## src/rtl/imu_rs_pkg.sv

```systemverilog
// Shared types and constants for the IMU linear resampler.
package imu_rs_pkg;

	localparam int MAX_OUTPUTS = 20;
	localparam int CNT_W = $clog2(MAX_OUTPUTS + 1);

	localparam logic [15:0] PERIOD_RST = 16'd5000;
	localparam logic [31:0] START_RST  = 32'd0;
	localparam logic [5:0]  JUMP_RST   = 6'd20;

	// quotient bits of one interpolation divide
	localparam logic [5:0] INTERP_DIV_STEPS = 6'd34;
	// bits of the previous time for the grid remainder
	localparam logic [5:0] GRID_DIV_STEPS   = 6'd48;

	typedef enum logic [1:0] {
		REG_PERIOD = 2'd0,
		REG_START  = 2'd1,
		REG_JUMP   = 2'd2
	} reg_idx_t;

	typedef enum logic [3:0] {
		ST_IDLE,
		ST_JMUL,
		ST_CHECK,
		ST_REM,
		ST_GRID,
		ST_MUL_A,
		ST_MUL_B,
		ST_DIV_INIT,
		ST_DIV,
		ST_SCALE,
		ST_STORE,
		ST_EMIT,
		ST_FINISH
	} state_t;

	typedef struct packed {
		logic load;
		logic step;
	} div_ctl_t;

endpackage

```

## src/rtl/imu_rs_div.sv

```systemverilog
// Restoring divider, one quotient bit per cycle, shared by all divides.
module imu_rs_div (
	input  logic                 clk,
	input  logic                 arst_n,
	input  imu_rs_pkg::div_ctl_t ctl,
	input  logic [23:0]          load_rem,
	input  logic [47:0]          load_sh,
	input  logic [5:0]           load_cnt,
	input  logic [23:0]          den,
	output logic [23:0]          rem,
	output logic [47:0]          sh,
	output logic                 busy
);

	logic [5:0]  cnt_q;
	logic [23:0] rem_q;
	logic [47:0] sh_q;
	logic [24:0] trial;
	logic [24:0] diff;
	logic        ge;
	logic        run;

	assign run   = ctl.step && (cnt_q != 6'd0);
	assign trial = {rem_q, sh_q[47]};
	assign diff  = trial - {1'b0, den};
	assign ge    = trial >= {1'b0, den};

	always_ff @(posedge clk or negedge arst_n) begin
		if (!arst_n) begin
			cnt_q <= 6'd0;
		end else if (ctl.load) begin
			cnt_q <= load_cnt;
		end else if (run) begin
			cnt_q <= cnt_q - 6'd1;
		end
	end

	always_ff @(posedge clk) begin
		if (ctl.load) begin
			rem_q <= load_rem;
			sh_q  <= load_sh;
		end else if (run) begin
			// subtract when the trial remainder covers the divisor
			rem_q <= ge ? diff[23:0] : trial[23:0];
			sh_q  <= {sh_q[46:0], ge};
		end
	end

	assign rem  = rem_q;
	assign sh   = sh_q;
	assign busy = cnt_q != 6'd0;

endmodule

```

## config.mk

```make
export PLATFORM = sky130hd
export DESIGN_NAME = imu_rs_div
export DESIGN_NICKNAME = d
export VERILOG_FILES = /design/src/rtl/imu_rs_pkg.sv /design/src/rtl/imu_rs_div.sv
export SDC_FILE = /design/constraint.sdc
export NUM_CORES = 1
export LEC_CHECK = 0
export BUFFER_PORTS_ARGS = -buffer_cell sky130_fd_sc_hd__buf_2
export CAP_MARGIN = 20
export CORE_MARGIN = 1.5
export CORE_UTILIZATION = 40
export CTS_CLUSTER_DIAMETER = 80
export DETAILED_ROUTE_END_ITERATION = 8
export PLACE_DENSITY = 0.67
export SLEW_MARGIN = 20
export SYNTH_ARGS = -nofsm -noshare
export SYNTH_HDL_FRONTEND = slang
export SYNTH_SLANG_ARGS = --single-unit
```

## constraint.sdc

```tcl
create_clock -name clk -period 3.4 [get_ports clk]
set_input_delay 0.17 -clock clk [delete_from_list [all_inputs] [get_ports clk]]
set_output_delay 0.17 -clock clk [all_outputs]
set_load 0.01 [all_outputs]
```

==> impl_results.md, run 1 <==
* Site Rows at 40
* Final TNS setup at 0 ns
* Hold path cells at 3
* Worst hold path type: input pin to flip-flop
* DRC at 0
* CTS root buffer: clkbuf_16
* Max Transition Viols Final at 0
* Global-route wire length before repair at 18800 um
* Syn Area/Cell at 11.1 um^2
* Slew margin rel. at 33.4%
* Postcts setup bufs at 0
* Metal2 WL at 5860 um
* Clock power share at 23.5%
* Worst-Margin Slew at 0.999 ns
* Max layer used: met5
* VDD IR-drop max at 0.303 mV
* Later-pin clock latency in the skew report at 0.35 ns
* Worst Setup End Kind: flip-flop
* Total Die Area at 0.0130 mm^2
* Total vias in the final route at 3955
* Sw Pwr at 1.64 mW
* Yosys top cell area share at 44.0%
* Total clock sinks at 78
* Die Height at 114 um
* PortBufs at 178
* Routed Antenna Nets at 0
* Post-synth top cells: edfxtp_1, mux2_2, nand2_1, inv_1, a21oi_1
* Initial antenna violation count at 1
* Static Leakage at 2.87 nW
* Vias/cell at 5.14
* Nets@finish at 750
* Yosys warning total at 0
* Comb pwr share at 44.8%
* Routability Congestion at 0.836
* Sequential-to-total area share from yosys stat at 47.0%
* Number of global-route vias before repair at 3895
* Share of post-route cells with drive strength above 1 at 41.6%
* Sw Ratio at 36.0%
* Startpoint Class: flip-flop
* Part of the power in registers at 31.8%
* Core area at 0.0120 mm^2
* Total I/O pin count at 179
* All-layer global routing usage at 18.8%
* Drt wl/cell at 15.8 um
* Internal power at 2.90 mW
* H-tree Lvls at 3
* Netlist cell types at 48
* Initial core utilization at 40.9%
* Worst EP arrival at 3.05 ns
* Grt ovf at 0
* Synth-to-layout area growth at 27.5%
* Clock-pin slew on the worst setup and hold paths at 0.06 ns
* Critical path peak fanout at 21
* Final core area utilization at 52.2%
* Number of max-cap violations at 0
* Final Cycle Share at 87.7%
* Synth area leaders: edfxtp_1, mux2_2, ha_1, nand2_1, mux2i_1
* Fmax at 0.336 GHz
* Fin crit period at 2.98 ns
* Pin count of the biggest net entering global routing at 73
* CP Class: flip-flop to flip-flop
* Pwr dens at 725 mW/mm^2
* Met3 WL at 897 um
* Yosys top cell by area: edfxtp_1
* Seq cells post-synth at 78
* Initial DRC count at 189
* Status: completed
* Die width at 114 um
* DRT Pass-1 Iters at 4
* Fin worst setup slack at 0.420 ns
* HPWL after DPL at 8940 um
* Mapped Nets at 576
* Critical Path RT at 3.47 ns
* Cell with the most instances after synthesis: edfxtp_1
* Num CTS Buffers at 9
* Syn Std Cell Area at 0.00492 mm^2
* Ant diodes at 0
* Met1 WL at 5140 um
* Synth async-reset ratio at 7.69%
* CTS tree: done
* Main synth FF type: edfxtp_1
* Clock Path Buffers at 2
* Reg2reg path depth at 10
* RSZ-0062 raised after global routing: false
* Post-synth EDFFs at 72
* Worst Clk Skew at 0.00819 ns
* Fin. Hold Viols at 0
* Synth Instances at 443
* Setup WS pre-CTS at 0.423 ns
* Final WL at 12100 um
* # setup viols final at 0
layout by cell type (no fill, tap or decap), types with 3 or more instances in the layout:
cell type / count
buf_2: 177
nor3_1: 5
mux2_4: 3
nor2b_1: 4
nor2_1: 13
mux2i_1: 16
o21bai_1: 5
a21oi_1: 29
xor2_1: 7
xnor2_1: 17
nand4_1: 6
o21ai_0: 15
inv_1: 34
buf_4: 3
dfrtp_1: 6
a21o_1: 9
nand2_1: 44
o21ai_1: 24
nand2b_1: 4
ha_1: 26
clkbuf_16: 9
edfxtp_1: 72
mux2_2: 51
worst paths after layout:
check / slack, ns / to / startpoint
min reg2reg: 0.57 / sh[2] / sh[1]
min in group asynchronous: 0.17 / cnt_q[4] / arst_n
max reg2reg: 0.42 / rem[7] / rem[8]
max: 0.42 / rem[7] / rem[8]
min: 0.04 / cnt_q[5] / load_cnt[5]
max in group asynchronous: 3.08 / cnt_q[0] / arst_n
power by group through the flow:
| stage | registers, mW | clock network (mW) | logic, mW |
|---|---|---|---|
| after floorplan | 1.53 | 0 | 1.44 |
| after global placement | 1.45 | 0 | 2.02 |
| after detailed placement | 1.46 | 0 | 2.03 |
| after CTS | 1.44 | 1.08 | 2.05 |
| after global routing | 1.47 | 1.12 | 2.24 |
| final | 1.44 | 1.07 | 2.03 |
cell families (layout without fill, tap and decap cells):
logic type               Yosys count  in the layout  share of synthesized area [%]
multiplexers                      70             70                           15.9
flip-flops                        78             78                           47.0
XOR/XNOR                          24             24                           4.28
adder cells (fa/ha/maj)           27             27                           7.02
AND/OR/NAND/NOR                   86             86                           8.07
AO/OA/AOI/OAI                    105            105                           13.1
buffers and inverters             53            232                           4.63
sequential cells by signal (all words and copies together) (netlist names):
name,cells
cnt_q,6
sh,48
rem,24
stage by stage:
step	instances	area [um^2]	power, mW	hold slack, ns
after floorplan	443	4920	2.97	-0.126
after global placement	752	5940	3.47	-0.00127
after detailed placement	752	5940	3.49	0.00201
after CTS	769	6270	4.58	0.0306
after global routing	769	6270	4.83	0.0441
final	769	6270	4.54	0.0367
worst max-delay path: stages, from the launching register on:
cell	delay, ns
edfxtp_1	0.42
ha_1	0.43
nand4_1	0.21
nor4_2	0.33
a211oi_1	0.14
a2bb2oi_1	0.15
o21a_1	0.41
buf_12	0.24
nor2b_1	0.06
a311oi_1	0.25
a21oi_1	0.06
layout make-up:
type | instances | area, um^2
fillers | 1107 | 5740
clock buffers | 9 | 225
well taps | 147 | 184
inverters | 34 | 128
multi-input cells | 312 | 2380
repair buffers | 182 | 938
flip-flops and latches | 78 | 2310
clock inverters | 7 | 96.3
routing by layer:
| metal | global-route usage [%] | vias up |
|---|---|---|
| met3 | 6.16 | 16 |
| li1 | - | 1967 |
| met1 | 22.0 | 1834 |
| met5 | 0 | - |
| met2 | 31.9 | 136 |
| met4 | 7.33 | 2 |
timing repair:
action | CTS | global route
hold buffers | 1 | 0
gates resized for setup | 0 | 0
endpoints found under the hold margin | 6 | 0
Power figures use the tool's default switching activity.
==> run 2: changes to the inputs <==
REMOVE_ABC_BUFFERS = 1   (was default)
==> run 2 against run 1 <==
Net effect:
- non-clock buffer count unchanged
- sequential cell count stayed put
- hold slack gained 0.0050 ns
- die area unchanged
- routed wire length shrank 1.0%
- setup slack lost 0.0027 ns
- fmax hardly changed
- global-route usage decreased by 0.27 points
- final cell count did not move
- largest cell class unchanged
==> impl_results.md, run 2 (synthesis gave the netlist of run 1 again) <==
* Status: completed (unchanged)
* # setup viols final at 0 (unchanged)
* Worst Clk Skew at 0.00698 ns (was 0.00819 ns)
* Fin. Hold Viols at 0 (unchanged)
* Initial antenna violation count at 0 (was 1)
* Nets@finish at 750 (unchanged)
* Share of post-route cells with drive strength above 1 at 41.6% (unchanged)
* Drt wl/cell at 15.6 um (was 15.8 um)
* Fin worst setup slack at 0.417 ns (was 0.420 ns)
* All-layer global routing usage at 18.5% (was 18.8%)
* Grt ovf at 0 (unchanged)
* Routed Antenna Nets at 0 (unchanged)
* Total Die Area at 0.0130 mm^2 (unchanged)
* Slew margin rel. at 32.9% (was 33.4%)
* DRC at 0 (unchanged)
* RSZ-0062 raised after global routing: false (unchanged)
* HPWL after DPL at 9100 um (was 8940 um)
* Footprint of the multi-input gates at 0.00238 mm^2 (unchanged)
* Commonest non-fill, non-tap cells in the layout: buf_2, edfxtp_1, mux2_2, nand2_1, inv_1 (unchanged)
* Final TNS setup at 0 ns (unchanged)
* Number of max-cap violations at 0 (unchanged)
* Cell Count, Final, Fillers Out at 769 (unchanged)
* CP Class: flip-flop to flip-flop (unchanged)
* Num CTS Buffers at 9 (unchanged)
* Critical path peak fanout at 4 (was 21)
* Site Rows at 40 (unchanged)
* Vias/cell at 5.10 (was 5.14)
* Placed Cells at 752 (unchanged)
* Setup WS pre-CTS at 0.428 ns (was 0.423 ns)
* Worst EP arrival at 3.07 ns (was 3.05 ns)
* Routability Congestion at 0.899 (was 0.836)
* Die width at 114 um (unchanged)
* Initial DRC count at 154 (was 189)
* Number of fillers in the final layout at 1130 (was 1107)
* Worst-Margin Slew at 1.01 ns (was 0.999 ns)
* CTS tree: done (unchanged)
* Total clock sinks at 78 (unchanged)
* Synth-to-layout area growth at 26.4% (was 27.5%)
* Worst hold path type: input pin to flip-flop (unchanged)
* Worst Setup End Kind: flip-flop (unchanged)
* Die Height at 114 um (unchanged)
* PortBufs at 178 (unchanged)
* Sequential standard cell area at 0.00231 mm^2 (unchanged)
* Static Leakage at 2.84 nW (was 2.87 nW)
* Final Cycle Share at 87.7% (about the same)
* Total I/O pin count at 179 (unchanged)
* Global-route wire length before repair at 18800 um (about the same)
* Clock-pin slew on the worst setup and hold paths at 0.07 ns (was 0.06 ns)
* Pin count of the biggest net entering global routing at 73 (unchanged)
* Fin crit period at 2.98 ns (about the same)
* Core area at 0.0120 mm^2 (unchanged)
* Max Transition Viols Final at 0 (unchanged)
* Number of global-route vias before repair at 3871 (was 3895)
* Later-pin clock latency in the skew report at 0.34 ns (was 0.35 ns)
* Startpoint Class: flip-flop (unchanged)
* Largest register FFs at 48 (unchanged)
* VDD IR-drop max at 0.279 mV (was 0.303 mV)
* Final WL at 12000 um (was 12100 um)
* Critical Path RT at 3.49 ns (was 3.47 ns)
* DRT Pass-1 Iters at 4 (unchanged)
* Initial core utilization at 40.9% (unchanged)
* Most common cell after layout, fill and taps aside: buf_2 (unchanged)
* Fmax at 0.335 GHz (was 0.336 GHz)
* Postcts setup bufs at 0 (unchanged)
* CTS root buffer: clkbuf_16 (unchanged)
* H-tree Lvls at 3 (unchanged)
* Ant diodes at 0 (unchanged)
* Pwr dens at 707 mW/mm^2 (was 725 mW/mm^2)
* Total vias in the final route at 3921 (was 3955)
* Clock Path Buffers at 2 (unchanged)
[run 2: changes by cell type in the layout (fill, tap and decap cells not counted), sizes merged]
cell      change
bufinv        -2
clkinvlp      +3
clkinv        -2
inv           +1
[run 2: area by class of cell]
| type | instances | share of cell area [%] |
|---|---|---|
| multi-input combinational | 312 | 38.4 |
| sequential | 78 | 37.2 |
| timing repair buffer | 182 | 14.9 |
| clock buffer | 9 | 3.62 |
| tap | 147 | 2.96 |
| inverter | 34 | 2.05 |
| clock inverter | 7 | 0.906 |
[run 2: power by group]
group	switching (mW)	internal, mW
Combinational	1.09	0.936
Clock	0.430	0.504
Sequential	0.131	1.31
[run 2: worst max-delay path, stage by stage, from the launching register on]
cell	delay, ns
edfxtp_1	0.38
inv_1	0.09
ha_1	0.16
inv_1	0.05
fa_1	0.40
a21o_1	0.19
a21o_1	0.24
a21oi_2	0.23
o21bai_1	0.16
a21oi_1	0.21
xnor2_1	0.09
mux2_4	0.26
mux2_2	0.25
[run 2: final timing paths]
path,start,end,slack [ns],cells after the start
worst max-delay path,sh[47],rem[20],0.42,12
worst min-delay path,load_cnt[1],cnt_q[1],0.04,3
worst max register to register,sh[47],rem[20],0.42,12
worst min register to register,sh[44],sh[45],0.58,1
max in group asynchronous,arst_n,cnt_q[4],3.07,2
min in group asynchronous,arst_n,cnt_q[5],0.18,2
[run 2: layer usage]
| layer | part of all wire (%) | GRT usage [%] | routed length, um |
|---|---|---|---|
| met5 | 0 | 0 | 0 |
| met4 | 1.2 | 5.50 | 147 |
| met3 | 9.1 | 7.07 | 1090 |
| met2 | 47 | 31.0 | 5700 |
| met1 | 42 | 22.2 | 5080 |
[run 2: what timing repair did]
action,in CTS,in global routing
endpoints found under the hold margin,6,0
hold buffers,1,0
gates resized for setup,0,0
[run 2: stage by stage]
stage	utilization, %	power [mW]	instance area [um^2]	hold WS [ns]
2_1_floorplan	-	2.89	4820	-0.126
3_3_place_gp	49.3	3.46	5920	0.00134
3_5_place_dp	49.3	3.49	5920	0.00527
4_1_cts	51.7	4.44	6210	0.0309
5_1_grt	51.7	4.69	6210	0.0429
6_report	51.7	4.39	6210	0.0417
